<file path="src/scalar_kalman_filter_top_defines.svh">
// ----------------------------------------------------------------------------
// scalar kalman filter assertion macros
// concurrent assertion wrappers, empty when SYNTH is defined
// ----------------------------------------------------------------------------
`ifndef SCALAR_KALMAN_FILTER_TOP_DEFINES_SVH
`define SCALAR_KALMAN_FILTER_TOP_DEFINES_SVH

`ifndef SYNTH
`define SKF_ASSERT_IMP(lbl, clk, rstn, ante, cons) \
  lbl: assert property (@(posedge clk) disable iff (!rstn) (ante) |-> (cons)) \
    else $error("assertion failed");
`define SKF_ASSERT_NXT(lbl, clk, rstn, ante, cons) \
  lbl: assert property (@(posedge clk) disable iff (!rstn) (ante) |=> (cons)) \
    else $error("assertion failed");
`else
`define SKF_ASSERT_IMP(lbl, clk, rstn, ante, cons)
`define SKF_ASSERT_NXT(lbl, clk, rstn, ante, cons)
`endif

`endif

</file>
<file path="src/skf_pkg.sv">
// ----------------------------------------------------------------------------
// skf_pkg
// shared widths and constants of the scalar kalman filter
// ----------------------------------------------------------------------------
`default_nettype none

package skf_pkg;

  localparam int SampleWidth  = 16;
  localparam int GainFracBits = 24;
  localparam int EstFracBits  = 16;
  localparam int GainW        = GainFracBits + 1;
  localparam int MagW         = 33;
  localparam int ProdW        = MagW + GainW;
  localparam int CntW         = $clog2(GainW);
  localparam int CfgIdxW      = 1;
  localparam int CfgDataW     = 32;

  localparam logic [31:0]      CovReset = 32'd17280532;
  localparam logic [GainW-1:0] GainOne  = GainW'(1) << GainFracBits;

  localparam logic [CfgIdxW-1:0] CfgProcessNoise = CfgIdxW'(0);
  localparam logic [CfgIdxW-1:0] CfgMeasNoise    = CfgIdxW'(1);

endpackage

`default_nettype wire

</file>
<file path="src/skf_div.sv">
// ----------------------------------------------------------------------------
// skf_div
// restoring bit-serial divider, gain = (pred << frac) / denom, one bit a cycle
// ----------------------------------------------------------------------------
`default_nettype none

module skf_div import skf_pkg::*; (
  input  wire logic             clk_i,
  input  wire logic             rst_ni,
  input  wire logic             start_i,
  input  wire logic [31:0]      pred_i,
  input  wire logic [32:0]      denom_i,
  output logic                  done_o,
  output logic [GainW-1:0]      quot_o
);

  logic [32:0]      rem_q, rem_d;
  logic [GainW-1:0] bits_q, bits_d;
  logic [GainW-1:0] quot_q, quot_d;
  logic [32:0]      den_q;
  logic [CntW-1:0]  cnt_q, cnt_d;
  logic             busy_q, busy_d;
  logic             done_q, done_d;
  logic [33:0]      trial;
  logic [33:0]      diff;
  logic             ge;

  always_comb begin
    trial = {rem_q, bits_q[GainW-1]};
    ge    = trial >= {1'b0, den_q};
    diff  = trial - {1'b0, den_q};
    rem_d  = rem_q;
    bits_d = bits_q;
    quot_d = quot_q;
    cnt_d  = cnt_q;
    busy_d = busy_q;
    done_d = 1'b0;
    if (start_i) begin
      rem_d  = {1'b0, pred_i[31:1]};
      bits_d = {pred_i[0], {GainFracBits{1'b0}}};
      quot_d = '0;
      cnt_d  = CntW'(GainW - 1);
      busy_d = 1'b1;
    end else if (busy_q) begin
      rem_d  = ge ? diff[32:0] : trial[32:0];
      bits_d = {bits_q[GainW-2:0], 1'b0};
      quot_d = {quot_q[GainW-2:0], ge};
      cnt_d  = cnt_q - CntW'(1);
      if (cnt_q == '0) begin
        busy_d = 1'b0;
        done_d = 1'b1;
      end
    end
  end

  always_ff @(posedge clk_i or negedge rst_ni) begin
    if (!rst_ni) begin
      busy_q <= 1'b0;
      done_q <= 1'b0;
      cnt_q  <= '0;
    end else begin
      busy_q <= busy_d;
      done_q <= done_d;
      cnt_q  <= cnt_d;
    end
  end

  always_ff @(posedge clk_i) begin
    rem_q  <= rem_d;
    bits_q <= bits_d;
    quot_q <= quot_d;
    if (start_i) begin
      den_q <= denom_i;
    end
  end

  assign done_o = done_q;
  assign quot_o = quot_q;

endmodule

`default_nettype wire

</file>
<file path="src/skf_mul.sv">
// ----------------------------------------------------------------------------
// skf_mul
// shift-and-add serial multiplier, one multiplier bit a cycle
// ----------------------------------------------------------------------------
`default_nettype none

module skf_mul import skf_pkg::*; (
  input  wire logic             clk_i,
  input  wire logic             rst_ni,
  input  wire logic             start_i,
  input  wire logic [MagW-1:0]  mcand_i,
  input  wire logic [GainW-1:0] mplier_i,
  output logic                  done_o,
  output logic [ProdW-1:0]      prod_o
);

  logic [MagW-1:0]  mcand_q;
  logic [MagW-1:0]  hi_q, hi_d;
  logic [GainW-1:0] lo_q, lo_d;
  logic [CntW-1:0]  cnt_q, cnt_d;
  logic             busy_q, busy_d;
  logic             done_q, done_d;
  logic [MagW:0]    sum;

  always_comb begin
    sum    = {1'b0, hi_q} + (lo_q[0] ? {1'b0, mcand_q} : '0);
    hi_d   = hi_q;
    lo_d   = lo_q;
    cnt_d  = cnt_q;
    busy_d = busy_q;
    done_d = 1'b0;
    if (start_i) begin
      hi_d   = '0;
      lo_d   = mplier_i;
      cnt_d  = CntW'(GainW - 1);
      busy_d = 1'b1;
    end else if (busy_q) begin
      hi_d  = sum[MagW:1];
      lo_d  = {sum[0], lo_q[GainW-1:1]};
      cnt_d = cnt_q - CntW'(1);
      if (cnt_q == '0) begin
        busy_d = 1'b0;
        done_d = 1'b1;
      end
    end
  end

  always_ff @(posedge clk_i or negedge rst_ni) begin
    if (!rst_ni) begin
      busy_q <= 1'b0;
      done_q <= 1'b0;
      cnt_q  <= '0;
    end else begin
      busy_q <= busy_d;
      done_q <= done_d;
      cnt_q  <= cnt_d;
    end
  end

  always_ff @(posedge clk_i) begin
    hi_q <= hi_d;
    lo_q <= lo_d;
    if (start_i) begin
      mcand_q <= mcand_i;
    end
  end

  assign done_o = done_q;
  assign prod_o = {hi_q, lo_q};

endmodule

`default_nettype wire

</file>
<file path="src/scalar_kalman_filter_top.sv">
// sequence per input beat: setup, divide, handoff, multiply, update; the divide and handoff
// steps are skipped when the gain denominator is zero
// the bit-serial divider runs first, then the two multipliers
// the multipliers for estimate and covariance run side by side, one gain bit a cycle
// one item in flight; the next beat is taken once the result sits in the output register
// reset: estimate 0, covariance 1.03 in q8.24, both noise registers 0
// ----------------------------------------------------------------------------
// scalar_kalman_filter_top
// one-dimensional fixed point kalman filter with serial divide and multiply
// ----------------------------------------------------------------------------
`default_nettype none
`include "scalar_kalman_filter_top_defines.svh"

module scalar_kalman_filter_top import skf_pkg::*; (
  input  wire logic                          clk_i,
  input  wire logic                          rst_ni,
  input  wire logic                          cfg_we_i,
  input  wire logic [CfgIdxW-1:0]            cfg_idx_i,
  input  wire logic [CfgDataW-1:0]           cfg_data_i,
  input  wire logic                          in_valid_i,
  output logic                               in_ready_o,
  input  wire logic signed [SampleWidth-1:0] measurement_i,
  output logic                               out_valid_o,
  input  wire logic                          out_ready_i,
  output logic signed [31:0]                 estimate_out_o,
  output logic                               gain_undefined_o
);

  typedef enum logic [4:0] {
    ST_IDLE = 5'b00001,
    ST_PREP = 5'b00010,
    ST_DIV  = 5'b00100,
    ST_MUL  = 5'b01000,
    ST_DONE = 5'b10000
  } state_e;

  state_e           st_q;
  logic [31:0]      pn_q;
  logic [31:0]      mn_q;
  logic [31:0]      est_q;
  logic [31:0]      cov_q;
  logic [31:0]      pred_q;
  logic [MagW-1:0]  mag_q;
  logic             neg_q;
  logic             undef_q;
  logic             out_valid_q;
  logic [31:0]      out_est_q;
  logic             out_undef_q;

  logic             in_beat;
  logic             out_load;
  logic [32:0]      pred_sum;
  logic [31:0]      pred;
  logic signed [47:0] tgt_wide;
  logic [31:0]      tgt;
  logic [32:0]      diff;
  logic [32:0]      denom;
  logic             denom_zero;
  logic             div_start;
  logic             div_done;
  logic [GainW-1:0] div_quot;
  logic             mul_start;
  logic [GainW-1:0] mul_gain;
  logic             mule_done;
  logic             mulp_done;
  logic [ProdW-1:0] prod_e;
  logic [ProdW-1:0] prod_p;
  logic [MagW-1:0]  corr;
  logic [33:0]      est_next;

  assign in_ready_o = (st_q == ST_IDLE);
  assign in_beat    = in_valid_i && in_ready_o;
  assign out_load   = (st_q == ST_DONE) && (!out_valid_q || out_ready_i);

  always_comb begin
    pred_sum = {1'b0, cov_q} + {1'b0, pn_q};
    pred     = pred_sum[32] ? 32'hFFFF_FFFF : pred_sum[31:0];
    tgt_wide = 48'(measurement_i) <<< EstFracBits;
    if (tgt_wide > 48'sh0000_7FFF_FFFF) begin
      tgt = 32'h7FFF_FFFF;
    end else if (tgt_wide < -48'sh0000_8000_0000) begin
      tgt = 32'h8000_0000;
    end else begin
      tgt = tgt_wide[31:0];
    end
    diff = {tgt[31], tgt} - {est_q[31], est_q};
  end

  assign denom      = {1'b0, pred_q} + {1'b0, mn_q};
  assign denom_zero = (denom == '0);
  assign div_start  = (st_q == ST_PREP) && !denom_zero;
  assign mul_start  = ((st_q == ST_PREP) && denom_zero) || ((st_q == ST_DIV) && div_done);
  assign mul_gain   = (st_q == ST_DIV) ? div_quot : '0;

  skf_div u_div (
    .clk_i   (clk_i),
    .rst_ni  (rst_ni),
    .start_i (div_start),
    .pred_i  (pred_q),
    .denom_i (denom),
    .done_o  (div_done),
    .quot_o  (div_quot)
  );

  skf_mul u_mul_est (
    .clk_i    (clk_i),
    .rst_ni   (rst_ni),
    .start_i  (mul_start),
    .mcand_i  (mag_q),
    .mplier_i (mul_gain),
    .done_o   (mule_done),
    .prod_o   (prod_e)
  );

  skf_mul u_mul_cov (
    .clk_i    (clk_i),
    .rst_ni   (rst_ni),
    .start_i  (mul_start),
    .mcand_i  ({1'b0, pred_q}),
    .mplier_i (GainOne - mul_gain),
    .done_o   (mulp_done),
    .prod_o   (prod_p)
  );

  assign corr     = prod_e[GainFracBits+MagW-1:GainFracBits];
  assign est_next = neg_q ? ({{2{est_q[31]}}, est_q} - {1'b0, corr})
                          : ({{2{est_q[31]}}, est_q} + {1'b0, corr});

  // config writes
  always_ff @(posedge clk_i or negedge rst_ni) begin
    if (!rst_ni) begin
      pn_q <= '0;
      mn_q <= '0;
    end else if (cfg_we_i) begin
      case (cfg_idx_i)
        CfgProcessNoise: pn_q <= cfg_data_i;
        CfgMeasNoise:    mn_q <= cfg_data_i;
        default: ;
      endcase
    end
  end

  always_ff @(posedge clk_i or negedge rst_ni) begin
    if (!rst_ni) begin
      st_q        <= ST_IDLE;
      est_q       <= '0;
      cov_q       <= CovReset;
      out_valid_q <= 1'b0;
      undef_q     <= 1'b0;
    end else begin
      if (out_load) begin
        out_valid_q <= 1'b1;
      end else if (out_valid_q && out_ready_i) begin
        out_valid_q <= 1'b0;
      end
      case (st_q)
        ST_IDLE: begin
          if (in_beat) begin
            st_q <= ST_PREP;
          end
        end
        ST_PREP: begin
          undef_q <= denom_zero;
          st_q    <= denom_zero ? ST_MUL : ST_DIV;
        end
        ST_DIV: begin
          if (div_done) begin
            st_q <= ST_MUL;
          end
        end
        ST_MUL: begin
          if (mule_done) begin
            est_q <= est_next[31:0];
            cov_q <= prod_p[GainFracBits+31:GainFracBits];
            st_q  <= ST_DONE;
          end
        end
        ST_DONE: begin
          if (out_load) begin
            st_q <= ST_IDLE;
          end
        end
        default: st_q <= ST_IDLE;
      endcase
    end
  end

  always_ff @(posedge clk_i) begin
    if (in_beat) begin
      pred_q <= pred;
      neg_q  <= diff[32];
      mag_q  <= diff[32] ? (~diff + 33'd1) : diff;
    end
    if (out_load) begin
      out_est_q   <= est_q;
      out_undef_q <= undef_q;
    end
  end

  assign out_valid_o      = out_valid_q;
  assign estimate_out_o   = out_est_q;
  assign gain_undefined_o = out_undef_q;

  `SKF_ASSERT_IMP(a_mul_sync, clk_i, rst_ni, 1'b1, mule_done == mulp_done)
  `SKF_ASSERT_IMP(a_gain_max, clk_i, rst_ni, div_done, div_quot <= GainOne)
  `SKF_ASSERT_IMP(a_undef_nocorr, clk_i, rst_ni, mule_done && undef_q, corr == '0)
  `SKF_ASSERT_NXT(a_beat_prep, clk_i, rst_ni, in_beat, st_q == ST_PREP)

endmodule

`default_nettype wire
</file>
<file path="config.mk">
export PLATFORM = sky130hd
export DESIGN_NAME = scalar_kalman_filter_top
export DESIGN_NICKNAME = d
export VERILOG_FILES = /design/src/skf_pkg.sv /design/src/skf_div.sv /design/src/skf_mul.sv /design/src/scalar_kalman_filter_top.sv
export VERILOG_INCLUDE_DIRS = /design/src /design/src/src
export SDC_FILE = /design/constraint.sdc
export NUM_CORES = 1
export LEC_CHECK = 0
export BUFFER_PORTS_ARGS = -buffer_cell sky130_fd_sc_hd__clkbuf_2
export CORE_MARGIN = 2
export CORE_UTILIZATION = 55
export CTS_CLUSTER_DIAMETER = 120
export CTS_CLUSTER_SIZE = 16
export DETAILED_ROUTE_END_ITERATION = 6
export PLACE_DENSITY = 0.74
export SLEW_MARGIN = 15
export SYNTH_ARGS = -nofsm -noshare
export SYNTH_HDL_FRONTEND = slang
export SYNTH_SLANG_ARGS = --single-unit
</file>
<file path="constraint.sdc">
create_clock -name clk_i -period 15.4 [get_ports clk_i]
set_clock_uncertainty 0.05 [all_clocks]
set_input_delay 2.31 -clock clk_i [delete_from_list [all_inputs] [get_ports clk_i]]
set_output_delay 2.31 -clock clk_i [all_outputs]
set_load 0.02 [all_outputs]
</file>
==> flow_summary.toml, run 1 <==
[global_routing]
grt_use_total_pct = 24.4
antenna_found_initial = 0
gr-total-overflow = 0
grt_max_degree = 90
grt_pass1_wl_mm = 118
grt_pass1_vias = 22800

[yosys]
synth-seq-area-share_pct = 44.8
ys_warn_count = 0
synth_area_leaders = "edfxtp_1 27%, dfrtp_1 11%, ha_1 8.7%"
syn-num-nets = 3362
ys_types = 88
synth_edf_count = 279
synthCells = 3084
synth_ff_type = "edfxtp_1"
synth_area_um2 = 31500
synth_common_cells = "279 x edfxtp_1, 279 x nor2_1, 218 x ha_1, 215 x a21oi_1, 211 x nand2_1"
yosys.area.top_type_share_pct = 26.6
yosys.area.top_type = "edfxtp_1"
async_flop_share_pct = 29.4
synth_area_per_cell_um2 = 10.2
synth_seq_cells = 527

[timing]
drv_slew = 0
min_period_ps = 6470
rsz0062_at_grt = "no"
setup_tns_ps = 0
hold_viol_final = 0
fin_ws_ps = 8930
tightest_slew_ps = 1140
fmax_ghz = 0.155
slew_headroom_pct = 23.7
finalCritPeriodShare_pct = 42.0
setup-violations-final = 0

[worst_setup_path]
criticalPathCategory = "reg -> reg"
cp_data_arrival_time_ps = 6610
crit_fanout = 83
end_kind = "flip-flop"
critPathLaunchType = "flip-flop"
cp_data_required_time_ps = 15540

[clock_network]
cts_tree = "built"
root_buffer = "clkbuf_16"
ctsResizeCount = 0
cts_sinks = 527
htreeDepth = 2
clk_transition_reported_paths_ps = 80
cts_setup_buffers = 0
cts_buffers = 38
clock_latency_ps = 580
cts_hold_buf = 0
clock_path_buffers = 3

[placement]
gp_congestion = 0.940
numPortBuffers = 88
dp_hpwl_mm = 53.0
place_ws_ps = 8970

[route]
drt_iter0_drc = 1773
post_drt_wl_per_cell_um = 18.7
drc_errors = 0
antenna_left = 0
vias_per_cell = 5.96
vias = 23300
routed_wl_mm = 73.1
drtPass1Iterations = 5

[power]
p_comb_share_pct = 35.9
powerDensity_nw_per_um2 = 134
p_leak_nw = 14.5
clockPowerShare_pct = 21.5
seqPwrFrac_pct = 42.6
ir_drop_v = 0.000134
p_sw_w = 0.00158
internal_power_w = 0.00295
sw_frac_of_total_pct = 34.9

[hold_path]
hold_class = "reg -> reg"

[floorplan]
io_pins = 89
die_w_um = 243
initial_core_util_pct = 55.8
rows = 87
core_um2 = 56500
die_y_um = 243
die-area_um2 = 59300

[final_layout]
syn_to_final_growth_pct = 7.06
nFillCells = 4674
layout.nets = 3406
antenna_cells = 0
multi_input_area_um2 = 16500
drive_gt1_share_pct = 10.3
regArea_um2 = 14100

[run_status]
status = "complete, no violations"

[job]
cap_violations = 0
## worst paths after layout
check,start,to,slack (ps),cells past startpoint
worst max-delay path,pred_q[0],u_mul_cov.mcand_q[6],8930,16
worst min-delay path,mag_q[28],u_mul_est.mcand_q[28],360,0
worst max register to register,pred_q[0],u_mul_cov.mcand_q[6],8930,16
worst min register to register,mag_q[28],u_mul_est.mcand_q[28],360,0
max in group asynchronous,rst_ni,mn_q[13],12060,2
min in group asynchronous,rst_ni,est_q[20],1770,1
## power by group through the flow
stage	registers (W)	clock network, W	logic (W)
2_1_floorplan	0.00189	0	0.00127
3_3_place_gp	0.00195	0	0.00153
6_report	0.00193	0.000976	0.00163
3_5_place_dp	0.00196	0	0.00159
5_1_grt	0.00196	0.00104	0.00180
4_1_cts	0.00193	0.000992	0.00160
## final cells by class
type                    instances  share of cell area (%)
multi-input cells            2325                    48.9
flip-flops and latches        527                    41.9
clock buffers                  68                    3.21
well taps                     756                    2.80
repair buffers                107                    1.75
inverters                     129                    1.45
clock inverters                 1                  0.0259
## metrics by stage
| stage | hold WS, ps | cells | instance area, µm² | utilization (%) | total power [W] |
|---|---|---|---|---|---|
| 4_1_cts | 368 | 3913 | 33800 | 59.7 | 0.00453 |
| 3_5_place_dp | 355 | 3844 | 32700 | 57.8 | 0.00355 |
| 3_3_place_gp | 354 | 3844 | 32700 | 57.8 | 0.00348 |
| 2_1_floorplan | 350 | 3084 | 31500 | - | 0.00316 |
| 5_1_grt | 382 | 3913 | 33800 | 59.7 | 0.00480 |
| 6_report | 364 | 3913 | 33800 | 59.7 | 0.00453 |
## worst max-delay path, stage by stage (launching register included)
cell	delay, ps
edfxtp_1	420
ha_1	250
fa_1	420
a21oi_1	290
o221ai_1	230
o21a_1	300
xor2_1	180
or4_1	460
or4_1	460
nor4_1	420
nand4_1	240
nor4b_2	300
nand4_1	120
buf_4	240
and2_1	240
inv_6	480
buf_4	850
## placed cells by master, fill, tap and decap left out, types with 28 or more instances in the layout
cell       count
dfrtp_1      141
clkbuf_16     39
inv_1        126
nand3_1       70
a21o_1        85
o21ai_0      172
clkbuf_2      87
nand2b_1      40
xnor2_1      185
clkbuf_1      29
edfxtp_1     279
mux2_2       133
ha_1         218
nor3_1        49
a21oi_1      214
dfxtp_1       93
xor2_1        91
nor2_1       278
or3_1         28
nand2_1      211
a31oi_1       28
and2_1        81
nor2b_1       29
mux2i_1       92
## cells by family (layout without fill, tap and decap cells)
group / after synthesis / count (layout) / synth area share, %
buf+inv: 232 / 305 / 3.00
mux: 234 / 234 / 7.99
flops: 527 / 527 / 44.8
xor+xnor: 276 / 276 / 7.67
simple gates: 897 / 897 / 13.7
compound gates: 694 / 694 / 13.7
fa+ha+maj: 224 / 224 / 9.03
## sequential cells by signal, summed over array words and instances (netlist names), 33 cells and up
name	flops
mag_q	33
u_div.den_q	33
u_div.rem_q	33
u_mul_cov.hi_q	33
u_mul_est.hi_q	33
u_mul_est.mcand_q	33
## layer usage
layer  vias to the layer above  track usage [%]  routed length [µm]
met5                         -                0                   0
met4                         0             8.14                2520
met3                       143             2.79                3420
met2                       638             40.6               34300
met1                     11300             33.2               32900
li1                      11200                -                   -
(Power assumes the default switching activity.)
==> run 2, diff against run 1 <==
--- a/config.mk
+++ b/config.mk
@@ -12,7 +12,7 @@
 export CTS_CLUSTER_DIAMETER = 120
 export CTS_CLUSTER_SIZE = 16
 export DETAILED_ROUTE_END_ITERATION = 6
-export PLACE_DENSITY = 0.74
+export PLACE_DENSITY = 0.76
 export SLEW_MARGIN = 15
 export SYNTH_ARGS = -nofsm -noshare
 export SYNTH_HDL_FRONTEND = slang
==> constraint.sdc (replaced) <==
create_clock -name clk_i -period 5.4 [get_ports clk_i]
set_clock_uncertainty 0.05 [all_clocks]
set_input_delay 0.81 -clock clk_i [delete_from_list [all_inputs] [get_ports clk_i]]
set_output_delay 0.81 -clock clk_i [all_outputs]
set_load 0.02 [all_outputs]
==> run 2 against run 1 <==
Against the previous run: highest routed layer unchanged; final cell count is 0.56% higher; register-to-register slack lost 8700 ps; sequential power increased to 2.9 times the previous value; via count increased by 0.21%; worst hold slack worse by 270 ps; power rose to 2.9 times the previous value; final area up 0.85%.
==> flow_summary.toml, run 2 (synthesized netlist as in run 1, its figures left out) <==
[placement]
gp_congestion = 0.915
numPortBuffers = 88
dp_hpwl_mm = 54.2

[timing]
fmax_ghz = 0.195
min_period_ps = 5130
slew_headroom_pct = 29.2
setup-violations-final = 0
setup_tns_ps = 0
rsz0062_at_grt = "no"
finalCritPeriodShare_pct = 95.0
drv_slew = 0
hold_viol_final = 0
tightest_slew_ps = 1060

[global_routing]
grt_pass1_vias = 23100
grt_max_degree = 117
grt_pass1_wl_mm = 120
grt_use_total_pct = 24.9
antenna_found_initial = 0
gr-total-overflow = 0

[floorplan]
die-area_um2 = 59300
io_pins = 89
die_w_um = 243
rows = 87
die_y_um = 243
core_um2 = 56500
initial_core_util_pct = 55.8

[route]
drt_iter0_drc = 1732
antenna_left = 0
routed_wl_mm = 74.1
drc_errors = 0
drtPass1Iterations = 5
vias = 23400
post_drt_wl_per_cell_um = 18.8
vias_per_cell = 5.94

[final_layout]
antenna_cells = 0
layout_common_cells = "279 x edfxtp_1, 278 x nor2_1, 218 x ha_1"
drive_gt1_share_pct = 11.0
final_common_cell = "edfxtp_1"
layout.nets = 3427
syn_to_final_growth_pct = 7.97

[clock_network]
clock_latency_ps = 580
cts_buffers = 38
cts_hold_buf = 0
cts_sinks = 527
cts_setup_buffers = 0
cts_tree = "built"
clk_transition_reported_paths_ps = 80
clock_path_buffers = 3
htreeDepth = 2
root_buffer = "clkbuf_16"

[worst_setup_path]
crit_fanout = 25
critPathLaunchType = "flip-flop"
cp_data_required_time_ps = 5610
criticalPathCategory = "reg -> reg"
end_kind = "flip-flop"
cp_data_arrival_time_ps = 5340

[job]
cap_violations = 0

[hold_path]
hold_class = "in -> async"

[power]
ir_drop_v = 0.000247
p_leak_nw = 14.6
p_total_w = 0.0131
powerDensity_nw_per_um2 = 384

[run_status]
status = "complete, no violations"
run 2: power breakdown:
group          internal, W  switching, W  total (W)
Combinational      0.00204       0.00269    0.00473
Sequential         0.00505      0.000469    0.00552
Clock              0.00142       0.00141    0.00283
Total              0.00851       0.00457     0.0131
run 2: critical path, cell delays in order, from the launching register on:
cell and delay (ps):
edfxtp_1 410, ha_1 230, fa_1 420, a21oi_2 220, o221ai_1 230, o21a_1 300
xor2_1 170, or4_1 450, or4_1 450, nor4_2 260, nand4_1 190, nor4b_2 310
nand4_1 230, and2_4 300, buf_4 220, nand2b_1 110, buf_6 240
run 2: routing by layer:
layer  routed length [µm]  vias up  GRT usage (%)
li1                     -    11300              -
met1                32300    11300           33.0
met2                35500      650           42.2
met3                 3630      136           3.10
met4                 2660        0           8.91
met5                    0        -              0
run 2: through the flow:
stage               setup WS [ps]  hold slack, ps  std cells  instance area (µm²)  utilization [%]
floorplan                     554             350       3084                31500                -
global placement              163             353       3865                32900             58.2
detailed placement           66.6             356       3865                32900             58.2
CTS                          35.0            86.5       3935                34000             60.2
global route                 9.23             103       3935                34000             60.3
finish                        270            93.4       3935                34000             60.3
run 2: final timing paths:
path                                start               endpoint  slack [ps]  depth (start not counted)
max in group asynchronous          rst_ni         u_div.cnt_q[1]        4160                          2
worst max register to register  pred_q[0]     u_mul_cov.lo_q[16]         270                         16
worst min register to register  mag_q[17]  u_mul_est.mcand_q[17]         370                          0
worst min-delay path               rst_ni              est_q[23]          90                          1
min in group clk_i              mag_q[17]  u_mul_est.mcand_q[17]         370                          0
worst max-delay path            pred_q[0]     u_mul_cov.lo_q[16]         270                         16
run 2: what timing repair did:
item                                    CTS  global route
resized for setup                         0            12
endpoints found under the hold margin     0             0
endpoints found under the setup margin    0           236
run 2: area by class of cell:
type,instances,area [µm²]
Fill cell,4560,22500
Multi-Input combinational cell,2325,16500
Sequential cell,527,14100
Clock buffer,70,1130
Tap cell,756,946
Timing Repair Buffer,128,812
Inverter,129,492
==> run 3, diff against run 2 <==
--- a/config.mk
+++ b/config.mk
@@ -12,7 +12,7 @@
 export CTS_CLUSTER_DIAMETER = 120
 export CTS_CLUSTER_SIZE = 16
 export DETAILED_ROUTE_END_ITERATION = 6
-export PLACE_DENSITY = 0.76
+export PLACE_DENSITY = 0.74
 export SLEW_MARGIN = 15
 export SYNTH_ARGS = -nofsm -noshare
 export SYNTH_HDL_FRONTEND = slang
==> run 3 against run 2 <==
Against the previous run: worst hold slack got worse by 19 ps; first-iteration DRC count grew 9.7%; die area did not move; largest power group unchanged; sequential power hardly changed; power about the same; clock power barely moved; final area about the same.
==> flow_summary.toml, run 3 (synthesized netlist as in run 1, its figures left out) <==
[placement]
place_ws_ps = 245
dp_hpwl_mm = 53.5
numPortBuffers = 88
gp_congestion = 0.915
dp.cells = 3863

[floorplan]
core_um2 = 56500
die_w_um = 243
io_pins = 89
initial_core_util_pct = 55.8
die-area_um2 = 59300
rows = 87
die_y_um = 243

[clock_network]
clock_path_buffers = 3
htreeDepth = 2
cts_tree = "built"
cts_setup_buffers = 0
cts_sinks = 527
cts_buffers = 38
root_buffer = "clkbuf_16"
cts_hold_buf = 0
clock_latency_ps = 570
clk_transition_reported_paths_ps = 70

[worst_setup_path]
criticalPathCategory = "reg -> reg"
crit_fanout = 5
worstSetupStartpoint = "u_mul_est.hi_q[6]"
critPathLaunchType = "flip-flop"
crit_chain = "nor3_1 -> nand2_1 -> nor3_1 -> a21oi_1 -> xnor2_1 -> ha_1 -> and4_1 -> a221oi_1 -> o21ai_0 -> or4_1 -> a32o_1 -> o21a_1 -> o21ai_0 -> nand2b_1 -> a21oi_1 -> xor2_1 -> o21ai_0"
cp_common_cell = "o21ai_0"
crit_path_max_incr_delay_ps = 580
cp_data_arrival_time_ps = 5460
end_kind = "flip-flop"
cp_data_required_time_ps = 5760
crit_slowest_cell = "or4_1"
rr_startpoint = "u_mul_est.hi_q[6]"

[timing]
setup-violations-final = 0
fmax_ghz = 0.196
slew_headroom_pct = 24.1
min_period_ps = 5100
hold_viol_final = 0
rsz0062_at_grt = "yes"
tightest_slew_ps = 1140
fin_hold_ws_ps = 74.8
fin_ws_ps = 297
drv_slew = 0
finalCritPeriodShare_pct = 94.5

[power]
p_total_w = 0.0131
powerDensity_nw_per_um2 = 384
ir_drop_v = 0.000280
p_leak_nw = 14.6

[global_routing]
grt_pass1_vias = 23200
grt_pass1_wl_mm = 121
grt_max_degree = 120
gr-total-overflow = 0
grt_use_total_pct = 24.9
antenna_found_initial = 0

[route]
routed_wl_mm = 73.6
vias = 23500
post_drt_wl_per_cell_um = 18.7
vias_per_cell = 5.98
drt_iter0_drc = 1900
antenna_left = 0
drc_errors = 0
drtPass1Iterations = 5

[final_layout]
antenna_cells = 0
fin_cells = 3933
layout_common_cells = "279 x edfxtp_1, 278 x nor2_1, 218 x ha_1"
syn_to_final_growth_pct = 7.95
drive_gt1_share_pct = 11.0
final_common_cell = "edfxtp_1"
layout.nets = 3425
final_util_pct = 60.2

[hold_path]
hold_class = "in -> async"

[run_status]
status = "complete, no violations"

[job]
cap_violations = 0
==> run 3: cell type report <==
class,instances,area [µm²]
clock buffers,70,1130
fillers,4627,22500
inverters,129,489
multi-input cells,2325,16500
flip-flops and latches,527,14100
well taps,756,946
repair buffers,126,807
==> run 3: repair_timing <==
item	CTS	global route
endpoints found under the setup margin	0	170
resized for setup	0	5
endpoints found under the hold margin	0	0
==> run 3: power by group <==
part / leakage [nW] / internal, W / total, W / switching (W)
combinational: 8.75 / 0.00204 / 0.00474 / 0.00270
sequential: 5.33 / 0.00505 / 0.00552 / 0.000467
clock: 0.539 / 0.00142 / 0.00283 / 0.00140
==> run 3: metrics by stage <==
stage | TNS (ps) | instance area, µm²
finish | 0 | 34000
global placement | 0 | 32900
detailed placement | 0 | 32900
CTS | 0 | 34000
floorplan | 0 | 31500
global route | -22.4 | 34000
==> run 3: metal layers <==
layer	global-route usage (%)	up-vias	share of wire [%]
li1	-	11300	-
met3	2.95	133	4.7
met1	33.9	11500	45
met4	8.05	0	3.1
met5	0	-	0
met2	41.5	635	48
==> run 3: path summary, 6_finish.rpt <==
kind                                               to  slack (ps)  cells past startpoint
worst max register to register              est_q[30]         300                     17
min in group clk_i              u_mul_est.mcand_q[19]         370                      0
worst min-delay path                        est_q[20]          70                      1
worst max-delay path                        est_q[30]         300                     17
worst min register to register  u_mul_est.mcand_q[19]         370                      0
max in group asynchronous                    pn_q[23]        4180                      2
==> run 3: worst max-delay path: cells and delay by family (launching register included) <==
kind            cells  cell delay, ps
compound gates      8            2020
xor+xnor            2             430
fa+ha+maj           1             300
flops               1             370
simple gates        6            1790
